===== config.mk =====
export PLATFORM = sky130hd
export DESIGN_NAME = debounced_level_alarm_with_edges_top
export DESIGN_NICKNAME = d
export VERILOG_FILES = /design/src/rtl/core/dbla_pkg.sv /design/src/rtl/core/dbla_front.sv /design/src/rtl/core/dbla_queue.sv /design/src/rtl/core/dbla_back.sv /design/src/rtl/core/debounced_level_alarm_with_edges_top.sv
export SDC_FILE = /design/constraint.sdc
export NUM_CORES = 1
export LEC_CHECK = 0
export BUFFER_PORTS_ARGS = -buffer_cell sky130_fd_sc_hd__buf_2
export CAP_MARGIN = 5
export CORE_MARGIN = 8
export CORE_UTILIZATION = 55
export CTS_CLUSTER_DIAMETER = 80
export CTS_CLUSTER_SIZE = 24
export DETAILED_ROUTE_END_ITERATION = 7
export GPL_TIMING_DRIVEN = 0
export PLACE_DENSITY = 0.83
export SLEW_MARGIN = 20
export SYNTH_ARGS = -nofsm -noshare
export SYNTH_HDL_FRONTEND = slang
export SYNTH_SLANG_ARGS = --single-unit

===== constraint.sdc =====
create_clock -name clk_i -period 6.3 [get_ports clk_i]
set_input_delay 0.945 -clock clk_i [delete_from_list [all_inputs] [get_ports clk_i]]
set_output_delay 0.945 -clock clk_i [all_outputs]
set_load 0.05 [all_outputs]

===== src/rtl/core/dbla_pkg.sv =====
// ----------------------------------------------------------------------------
// dbla_pkg
// Shared types, widths and event codes of the debounced level alarm.
// ----------------------------------------------------------------------------
package dbla_pkg;

  localparam int unsigned SENSOR_W         = 3;
  localparam int unsigned POWER_W          = 32;
  localparam int unsigned CNT_W            = 16;
  localparam int unsigned EVT_W            = 2;
  localparam int unsigned SENSOR_COUNT_DEF = 8;
  localparam int unsigned QUEUE_DEPTH      = 2;
  localparam int unsigned S_TDATA_W        = 104;
  localparam int unsigned M_TDATA_W        = 16;
  localparam int unsigned APB_ADDR_W       = 3;
  localparam int unsigned APB_DATA_W       = 32;

  localparam logic [CNT_W-1:0] STOP_LIMIT_RST  = 16'd10;
  localparam logic [CNT_W-1:0] START_LIMIT_RST = 16'd10;

  // register select bit of paddr
  localparam logic REG_STOP_LIMIT  = 1'b0;
  localparam logic REG_START_LIMIT = 1'b1;

  localparam logic [EVT_W-1:0] EVT_NONE  = 2'd0;
  localparam logic [EVT_W-1:0] EVT_SET   = 2'd1;
  localparam logic [EVT_W-1:0] EVT_CLEAR = 2'd2;

  // classified item handed from front to back
  typedef struct packed {
    logic [SENSOR_W-1:0] sensor;
    logic                sensor_valid;
    logic                hit_pre;
    logic                hit_stop;
    logic                round_end;
  } item_t;

  // result transaction, sensor_out in the lowest bits
  typedef struct packed {
    logic [EVT_W-1:0]    stop_event;
    logic [EVT_W-1:0]    pre_event;
    logic                stop_status;
    logic                pre_stop_status;
    logic [SENSOR_W-1:0] sensor_out;
  } result_t;

  typedef struct packed {
    logic [CNT_W-1:0] pre_hit;
    logic [CNT_W-1:0] pre_miss;
    logic [CNT_W-1:0] stop_miss;
    logic             pre_flag;
    logic             stop_flag;
  } sensor_state_t;

  typedef struct packed {
    logic [CNT_W-1:0] stop_limit;
    logic [CNT_W-1:0] start_limit;
  } cfg_t;

endpackage


===== src/rtl/core/dbla_front.sv =====
// ----------------------------------------------------------------------------
// dbla_front
// Takes input transactions and classifies them into hit/miss items.
// ----------------------------------------------------------------------------
module dbla_front #(
  parameter int unsigned SENSOR_COUNT = dbla_pkg::SENSOR_COUNT_DEF
) (
  input  logic [dbla_pkg::SENSOR_W-1:0] sensor_i,
  input  logic [dbla_pkg::POWER_W-1:0]  power_i,
  input  logic [dbla_pkg::POWER_W-1:0]  threshold_pre_i,
  input  logic [dbla_pkg::POWER_W-1:0]  threshold_stop_i,
  input  logic                          threshold_ready_i,
  input  logic                          round_end_i,
  input  logic                          valid_i,
  output logic                          ready_o,
  input  logic                          queue_full_i,
  output logic                          push_o,
  output dbla_pkg::item_t               item_o
);

  assign ready_o = ~queue_full_i;
  assign push_o  = valid_i & ~queue_full_i;

  always_comb begin
    item_o.sensor       = sensor_i;
    item_o.sensor_valid = (int'(sensor_i) < int'(SENSOR_COUNT));
    item_o.hit_pre      = threshold_ready_i & (power_i > threshold_pre_i);
    item_o.hit_stop     = threshold_ready_i & (power_i > threshold_stop_i);
    item_o.round_end    = round_end_i;
  end

endmodule


===== src/rtl/core/dbla_queue.sv =====
// ----------------------------------------------------------------------------
// dbla_queue
// Short FIFO of classified items between front and back.
// ----------------------------------------------------------------------------
module dbla_queue (
  input  logic            clk_i,
  input  logic            rst_ni,
  input  logic            push_i,
  input  dbla_pkg::item_t item_i,
  output logic            full_o,
  input  logic            pop_i,
  output logic            valid_o,
  output dbla_pkg::item_t item_o
);

  localparam int unsigned DEPTH = dbla_pkg::QUEUE_DEPTH;
  localparam int unsigned PTR_W = (DEPTH > 1) ? $clog2(DEPTH) : 1;
  localparam int unsigned CNT_W = $clog2(DEPTH + 1);

  dbla_pkg::item_t  mem_q [DEPTH];
  logic [PTR_W-1:0] wr_ptr_q, wr_ptr_d;
  logic [PTR_W-1:0] rd_ptr_q, rd_ptr_d;
  logic [CNT_W-1:0] count_q, count_d;
  logic             do_push, do_pop;

  assign full_o  = (count_q == CNT_W'(DEPTH));
  assign valid_o = (count_q != '0);
  assign item_o  = mem_q[rd_ptr_q];
  assign do_push = push_i & ~full_o;
  assign do_pop  = pop_i & valid_o;

  function automatic logic [PTR_W-1:0] ptr_inc(input logic [PTR_W-1:0] p);
    ptr_inc = (p == PTR_W'(DEPTH - 1)) ? '0 : p + PTR_W'(1);
  endfunction

  always_comb begin
    wr_ptr_d = do_push ? ptr_inc(wr_ptr_q) : wr_ptr_q;
    rd_ptr_d = do_pop ? ptr_inc(rd_ptr_q) : rd_ptr_q;
    count_d  = count_q;
    if (do_push && !do_pop) begin
      count_d = count_q + CNT_W'(1);
    end else if (do_pop && !do_push) begin
      count_d = count_q - CNT_W'(1);
    end
  end

  always_ff @(posedge clk_i or negedge rst_ni) begin
    if (!rst_ni) begin
      wr_ptr_q <= '0;
      rd_ptr_q <= '0;
      count_q  <= '0;
    end else begin
      wr_ptr_q <= wr_ptr_d;
      rd_ptr_q <= rd_ptr_d;
      count_q  <= count_d;
    end
  end

  always_ff @(posedge clk_i) begin
    if (do_push) begin
      mem_q[wr_ptr_q] <= item_i;
    end
  end

endmodule


===== src/rtl/core/dbla_back.sv =====
// ----------------------------------------------------------------------------
// dbla_back
// Per-sensor debounce state, round OR, edge events and output register.
// ----------------------------------------------------------------------------
module dbla_back #(
  parameter int unsigned SENSOR_COUNT = dbla_pkg::SENSOR_COUNT_DEF
) (
  input  logic            clk_i,
  input  logic            rst_ni,
  input  dbla_pkg::cfg_t  cfg_i,
  input  logic            item_valid_i,
  input  dbla_pkg::item_t item_i,
  output logic            pop_o,
  output logic            out_valid_o,
  input  logic            out_ready_i,
  output dbla_pkg::result_t out_o
);

  // the sensor field is 3 bits wide, so at most 8 sensors can be addressed
  localparam int unsigned DEPTH = (SENSOR_COUNT < 8) ? SENSOR_COUNT : 8;
  localparam int unsigned IDX_W = (DEPTH > 1) ? $clog2(DEPTH) : 1;

  dbla_pkg::sensor_state_t state_q [DEPTH];
  dbla_pkg::sensor_state_t cur, nxt;
  logic [IDX_W-1:0]        idx;
  logic                    any_pre_q, any_pre_d;
  logic                    any_stop_q, any_stop_d;
  logic                    pre_sent_q, pre_sent_d;
  logic                    stop_sent_q, stop_sent_d;
  logic                    out_valid_q, out_valid_d;
  dbla_pkg::result_t       out_q, res;
  logic                    any_pre, any_stop;

  assign pop_o       = item_valid_i & (~out_valid_q | out_ready_i);
  assign out_valid_o = out_valid_q;
  assign out_o       = out_q;
  assign idx         = item_i.sensor[IDX_W-1:0];

  always_comb begin
    cur = state_q[idx];
    nxt = cur;

    if (item_i.hit_pre) begin
      if (cur.pre_hit >= cfg_i.stop_limit) begin
        nxt.pre_flag = 1'b1;
      end else begin
        nxt.pre_hit = cur.pre_hit + dbla_pkg::CNT_W'(1);
      end
      nxt.pre_miss = '0;
    end else begin
      if (cur.pre_miss >= cfg_i.start_limit) begin
        nxt.pre_flag = 1'b0;
      end else begin
        nxt.pre_miss = cur.pre_miss + dbla_pkg::CNT_W'(1);
      end
      nxt.pre_hit = '0;
    end

    if (item_i.hit_stop) begin
      nxt.stop_flag = 1'b1;
      nxt.stop_miss = '0;
    end else if (cur.stop_miss >= cfg_i.start_limit) begin
      nxt.stop_flag = 1'b0;
    end else begin
      nxt.stop_miss = cur.stop_miss + dbla_pkg::CNT_W'(1);
    end

    res.sensor_out      = item_i.sensor;
    res.pre_stop_status = item_i.sensor_valid & nxt.pre_flag;
    res.stop_status     = item_i.sensor_valid & nxt.stop_flag;

    any_pre  = any_pre_q | res.pre_stop_status;
    any_stop = any_stop_q | res.stop_status;

    res.pre_event  = dbla_pkg::EVT_NONE;
    res.stop_event = dbla_pkg::EVT_NONE;
    pre_sent_d     = pre_sent_q;
    stop_sent_d    = stop_sent_q;
    any_pre_d      = any_pre;
    any_stop_d     = any_stop;

    if (item_i.round_end) begin
      any_pre_d  = 1'b0;
      any_stop_d = 1'b0;
      if (any_pre != pre_sent_q) begin
        res.pre_event = any_pre ? dbla_pkg::EVT_SET : dbla_pkg::EVT_CLEAR;
        pre_sent_d    = any_pre;
      end
      if (any_stop != stop_sent_q) begin
        res.stop_event = any_stop ? dbla_pkg::EVT_SET : dbla_pkg::EVT_CLEAR;
        stop_sent_d    = any_stop;
      end
    end

    if (pop_o) begin
      out_valid_d = 1'b1;
    end else if (out_ready_i) begin
      out_valid_d = 1'b0;
    end else begin
      out_valid_d = out_valid_q;
    end
  end

  always_ff @(posedge clk_i or negedge rst_ni) begin
    if (!rst_ni) begin
      for (int i = 0; i < int'(DEPTH); i++) begin
        state_q[i] <= '0;
      end
      any_pre_q   <= 1'b0;
      any_stop_q  <= 1'b0;
      pre_sent_q  <= 1'b0;
      stop_sent_q <= 1'b0;
      out_valid_q <= 1'b0;
    end else begin
      out_valid_q <= out_valid_d;
      if (pop_o) begin
        if (item_i.sensor_valid) begin
          state_q[idx] <= nxt;
        end
        any_pre_q   <= any_pre_d;
        any_stop_q  <= any_stop_d;
        pre_sent_q  <= pre_sent_d;
        stop_sent_q <= stop_sent_d;
      end
    end
  end

  always_ff @(posedge clk_i) begin
    if (pop_o) begin
      out_q <= res;
    end
  end

endmodule


===== src/rtl/core/debounced_level_alarm_with_edges_top.sv =====
// ----------------------------------------------------------------------------
// debounced_level_alarm_with_edges_top
// Debounced two-level threshold alarm with round-end edge events.
// ----------------------------------------------------------------------------
// Usage:
//   Input stream: one transaction per sensor reading, carrying the sensor
//   index, power and both thresholds in tdata, threshold_ready in tuser and
//   round_end in tlast. Each accepted transaction gives exactly one result
//   transaction on the output stream, in order.
//   Path: the classified item enters a 2-entry queue when its input is
//   accepted, and the per-sensor state update is then applied into the
//   output register, which drives the result.
//   Throughput: one transaction per cycle while the output is not stalled;
//   the back end updates the per-sensor state at the same edge that loads
//   the output register, so consecutive items of the same sensor need no stall.
//   Stall: when m_axis_tready_i is low the result holds in the output
//   register; the queue absorbs up to two more items, then s_axis_tready_o
//   drops.
//   Reset: all counters, statuses, round ORs and sent bits clear at once;
//   both debounce limits return to 10. No clearing pass is needed.
//   APB: stop_debounce_limit at 0x0, start_debounce_limit at 0x4; write
//   only while the block is idle.
// ----------------------------------------------------------------------------
module debounced_level_alarm_with_edges_top #(
  parameter int unsigned SENSOR_COUNT = dbla_pkg::SENSOR_COUNT_DEF
) (
  input  logic                            clk_i,
  input  logic                            rst_ni,
  // [2:0] sensor, [34:3] power, [66:35] threshold_pre, [98:67] threshold_stop
  input  logic [dbla_pkg::S_TDATA_W-1:0]  s_axis_tdata_i,
  // [0] threshold_ready
  input  logic                            s_axis_tuser_i,
  input  logic                            s_axis_tlast_i,
  input  logic                            s_axis_tvalid_i,
  output logic                            s_axis_tready_o,
  // [2:0] sensor_out, [3] pre_stop_status, [4] stop_status,
  // [6:5] pre_event, [8:7] stop_event
  output logic [dbla_pkg::M_TDATA_W-1:0]  m_axis_tdata_o,
  output logic                            m_axis_tvalid_o,
  input  logic                            m_axis_tready_i,
  input  logic                            psel,
  input  logic                            penable,
  input  logic                            pwrite,
  input  logic [dbla_pkg::APB_ADDR_W-1:0] paddr,
  input  logic [dbla_pkg::APB_DATA_W-1:0] pwdata,
  output logic [dbla_pkg::APB_DATA_W-1:0] prdata,
  output logic                            pready
);

  dbla_pkg::cfg_t    cfg_q, cfg_d;
  dbla_pkg::item_t   front_item, queue_item;
  dbla_pkg::result_t result;
  logic              push, pop, queue_full, queue_valid;
  logic              cfg_wr;

  // APB registers
  assign pready = 1'b1;
  assign cfg_wr = psel & penable & pwrite & pready;

  always_comb begin
    cfg_d = cfg_q;
    if (cfg_wr) begin
      unique case (paddr[2])
        dbla_pkg::REG_STOP_LIMIT:  cfg_d.stop_limit  = pwdata[dbla_pkg::CNT_W-1:0];
        dbla_pkg::REG_START_LIMIT: cfg_d.start_limit = pwdata[dbla_pkg::CNT_W-1:0];
        default: cfg_d = cfg_q;
      endcase
    end
    unique case (paddr[2])
      dbla_pkg::REG_STOP_LIMIT:
        prdata = {{(dbla_pkg::APB_DATA_W - dbla_pkg::CNT_W){1'b0}}, cfg_q.stop_limit};
      dbla_pkg::REG_START_LIMIT:
        prdata = {{(dbla_pkg::APB_DATA_W - dbla_pkg::CNT_W){1'b0}}, cfg_q.start_limit};
      default: prdata = '0;
    endcase
  end

  always_ff @(posedge clk_i or negedge rst_ni) begin
    if (!rst_ni) begin
      cfg_q.stop_limit  <= dbla_pkg::STOP_LIMIT_RST;
      cfg_q.start_limit <= dbla_pkg::START_LIMIT_RST;
    end else begin
      cfg_q <= cfg_d;
    end
  end

  dbla_front #(
    .SENSOR_COUNT(SENSOR_COUNT)
  ) u_front (
    .sensor_i         (s_axis_tdata_i[2:0]),
    .power_i          (s_axis_tdata_i[34:3]),
    .threshold_pre_i  (s_axis_tdata_i[66:35]),
    .threshold_stop_i (s_axis_tdata_i[98:67]),
    .threshold_ready_i(s_axis_tuser_i),
    .round_end_i      (s_axis_tlast_i),
    .valid_i          (s_axis_tvalid_i),
    .ready_o          (s_axis_tready_o),
    .queue_full_i     (queue_full),
    .push_o           (push),
    .item_o           (front_item)
  );

  dbla_queue u_queue (
    .clk_i  (clk_i),
    .rst_ni (rst_ni),
    .push_i (push),
    .item_i (front_item),
    .full_o (queue_full),
    .pop_i  (pop),
    .valid_o(queue_valid),
    .item_o (queue_item)
  );

  dbla_back #(
    .SENSOR_COUNT(SENSOR_COUNT)
  ) u_back (
    .clk_i       (clk_i),
    .rst_ni      (rst_ni),
    .cfg_i       (cfg_q),
    .item_valid_i(queue_valid),
    .item_i      (queue_item),
    .pop_o       (pop),
    .out_valid_o (m_axis_tvalid_o),
    .out_ready_i (m_axis_tready_i),
    .out_o       (result)
  );

  assign m_axis_tdata_o = {{(dbla_pkg::M_TDATA_W - $bits(dbla_pkg::result_t)){1'b0}}, result};

endmodule


==> impl_metrics.yaml <==
outcome:
  status: "finished, violations left"
  violations: "DRC"
die:
  die_w_um: 229.7
  die_h_um: 229.7
  start_util_pct: 55.57
  fp-row-count: 78
  core_sq_mm: 0.04519
  die_area_sq_mm: 0.05274
  io_pins: 199
drt:
  wirelength_mm: 99.18
  routed-via-count: 24019
  dr.first_iter.drc_count: 3626
  post_drt_wl_per_cell_um: 28.80
  drt-vias-per-instance: 6.974
  drc: 3
  ant_nets: 0
  first_pass_iters: 8
critical_path:
  crit_chain: "or3b_2, clkbuf_1, clkbuf_1, a21oi_1, o41ai_1, o211ai_2, inv_1, ha_1, a21oi_1, o21ai_0, a221oi_1, o21ai_2, or4b_4, nor4_2, xnor2_2, a22o_1"
  crit_path_start_kind: "register"
  crit_slowest_cell: "clkbuf_1"
  rr_worst_depth: 16
  cp_max_fo: 10
  regToRegSetupSlack_ns: 0.08
  r2r-end: "u_back.state_q[146]"
  r2r-start: "u_queue.mem_q[0][4]"
  critPathCaptureType: "register"
  cp.required_ns: 6.80
  critical_path_class: "register to register"
  arrival_ns: 6.72
  max_stage_delay_ns: 0.92
synth:
  synth.area.top_cells: "dfrtp_1 (44%), ha_1 (5.8%), nand2_1 (5.4%)"
  async_flop_share_pct: 95.45
  synthFlopType: "dfrtp_1"
  syn_avg_cell_area_sq_um: 9.616
  yosys.area.top_type: "dfrtp_1"
  synth_area_sq_mm: 0.02511
  yosysTopAreaCellShare_pct: 43.55
  ys.warnings.count: 0
  ys_seq_elements: 462
  synthCells: 2611
  synth-seq-area-share_pct: 46.48
  ys_types: 99
  synth-edff-count: 21
grt:
  track_usage_pct: 36.31
  first_global_vias: 23789
  grt_max_degree: 103
  grt_antenna_before_repair: 5
  grt-ovfl-total: 0
  grt_pass1_wl_mm: 146.3
placement:
  io_buffers: 150
  place_hpwl_mm: 69.61
  place.gp.congestion: 1.021
  dp_slack_ns: -1.081
sta:
  setup_viol: 0
  drv_slew: 0
  period_share_pct: 98.69
  hold_violations: 0
  worstMarginPinSlew_ns: 1.190
  relSlewSlack_pct: 20.68
  fin_crit_ns: 6.218
  fmaxAchievable_ghz: 0.1608
  worst_slack_ns: 0.08222
  skew_ns: 0.02758
  holdWs_ns: 0.1999
clocking:
  clockBufferDepth: 3
  clk_pin_slew_ns: 0.11
  insertion_delay_ns: 0.63
  htreeDepth: 1
  root_buffer: "clkbuf_16"
  cts-buffers-inserted: 28
  cts_hold_buf: 0
  cts_tree: "yes"
  cts_sinks: 462
finish:
  postLayoutCoreUtil_pct: 62.00
  layout_common_cells: "dfrtp_1 (437), nand2_1 (364), o21ai_0 (218)"
  nets: 3086
  multi_input_area_sq_mm: 0.01214
  drive_gt1_share_pct: 14.84
  final_common_cell: "dfrtp_1"
  syn2layout_area_growth_pct: 11.57
  regArea_sq_mm: 0.01167
  fillers: 3740
power_and_ir_drop:
  power_density_mw_per_mm2: 550.9
  leakagePower_nw: 12.99
  peakVddDrop_uv: 357.1
run:
  maxCapViolations: 0
worst_hold_path:
  min_path_type: "primary input to async pin"
-- logic make-up (layout without fill, tap and decap cells) --
kind of cell / count (synthesis) / after routing / share of synthesized area (%)
AO/OA/AOI/OAI: 834 / 834 / 23.27
XOR/XNOR: 36 / 36 / 1.256
adder cells (fa/ha/maj): 116 / 116 / 5.781
buffers and inverters: 344 / 554 / 6.124
flip-flops: 462 / 462 / 46.48
multiplexers: 54 / 54 / 2.372
other: 2 / 25 / 0.02991
AND/OR/NAND/NOR: 763 / 763 / 14.69
-- worst max-delay path: cells and delay by family, from the launching register on --
kind | cells | cell delay (ns)
compound gates | 8 | 2.16
xor+xnor | 1 | 0.25
fa+ha+maj | 1 | 0.32
buf+inv | 3 | 1.51
flops | 1 | 0.52
simple gates | 3 | 1.32
-- stage by stage --
step                power [mW]  setup TNS, ns  std cells  cell area [sq um]
global route             16.02       -0.01760       3443              28010
global placement         12.36       -2007.52       3383              26690
CTS                      14.89              0       3441              27930
detailed placement       12.66        -150.09       3389              26830
floorplan                9.758              0       2633              25190
finish                   15.43              0       3444              28010
-- per-layer routing --
layer	GRT usage [%]	routed length, um	vias up
li1	-	-	9964
met1	44.46	34870	11514
met2	51.94	40840	1989
met3	14.75	15160	542
met4	24.91	8232	10
met5	0	71	-
-- report_power, final --
part	switching, mW	leakage (nW)	internal, mW
clock	1.17	0.469	0.981
combinational	5.90	6.55	2.59
sequential	0.676	5.98	4.12
total	7.74	13.0	7.69
-- registers in the layout, indices dropped and copies added (netlist names) --
signal,flops
u_back.state_q,400
u_back.pre_sent_q,1
u_back.out_o,9
u_back.stop_sent_q,1
u_queue.count_q,2
u_queue.mem_q,12
u_back.any_stop_q,1
u_back.any_pre_q,1
u_queue.rd_ptr_q,1
cfg_q,32
u_back.out_valid_o,1
u_queue.wr_ptr_q,1
-- area by class of cell --
| type | instances | share of cell area [%] |
|---|---|---|
| sequential | 462 | 41.66 |
| timing repair buffer | 159 | 3.225 |
| tap | 600 | 2.680 |
| clock inverter | 18 | 0.7906 |
| inverter | 138 | 1.854 |
| buffer | 206 | 3.770 |
| antenna | 1 | 0.008933 |
| clock buffer | 33 | 2.680 |
| multi-input combinational | 1827 | 43.33 |
-- cells in the mapped netlist, drive strengths merged, types with 10 or more instances --
master and instances:
nand2 364, a21o 42, nor4 15, o41ai 10, o211ai 29, or3 10
a211oi 11, o31ai 42, o221ai 20, a32oi 10, edfxtp 21, xnor2 31
nand4 65, a21oi 106, a221o 24, o2111ai 14, ha 116, buf 98
o22ai 57, a22o 135, nor2 96, clkbuf 108, o21ai 229, mux2i 13
nand3 87, o22a 28, mux2 41, dfrtp 437, inv 135, or4 11
nor3 47, a211o 22
-- how the worst max path moves through the flow --
stage	start	end	slack, ns	depth (start not counted)
2_1_floorplan	u_queue.mem_q[1][4]	u_back.state_q[33]	1.24	22
3_3_place_gp	rst_ni	cfg_q[29]	-4.32	1
3_5_place_dp	u_queue.mem_q[1][4]	u_back.state_q[33]	-1.08	20
4_1_cts	u_queue.mem_q[1][3]	u_back.state_q[44]	0.01	19
5_1_grt	u_queue.mem_q[1][4]	u_back.state_q[33]	-0.02	23
6_report	u_queue.mem_q[0][4]	u_back.state_q[146]	0.08	16
-- repair_timing --
action	CTS	global route
endpoints found under the setup margin	348	314
setup buffers	1	1
resized for setup	25	23
pin swaps	1	2
(Power assumes the default switching activity.)
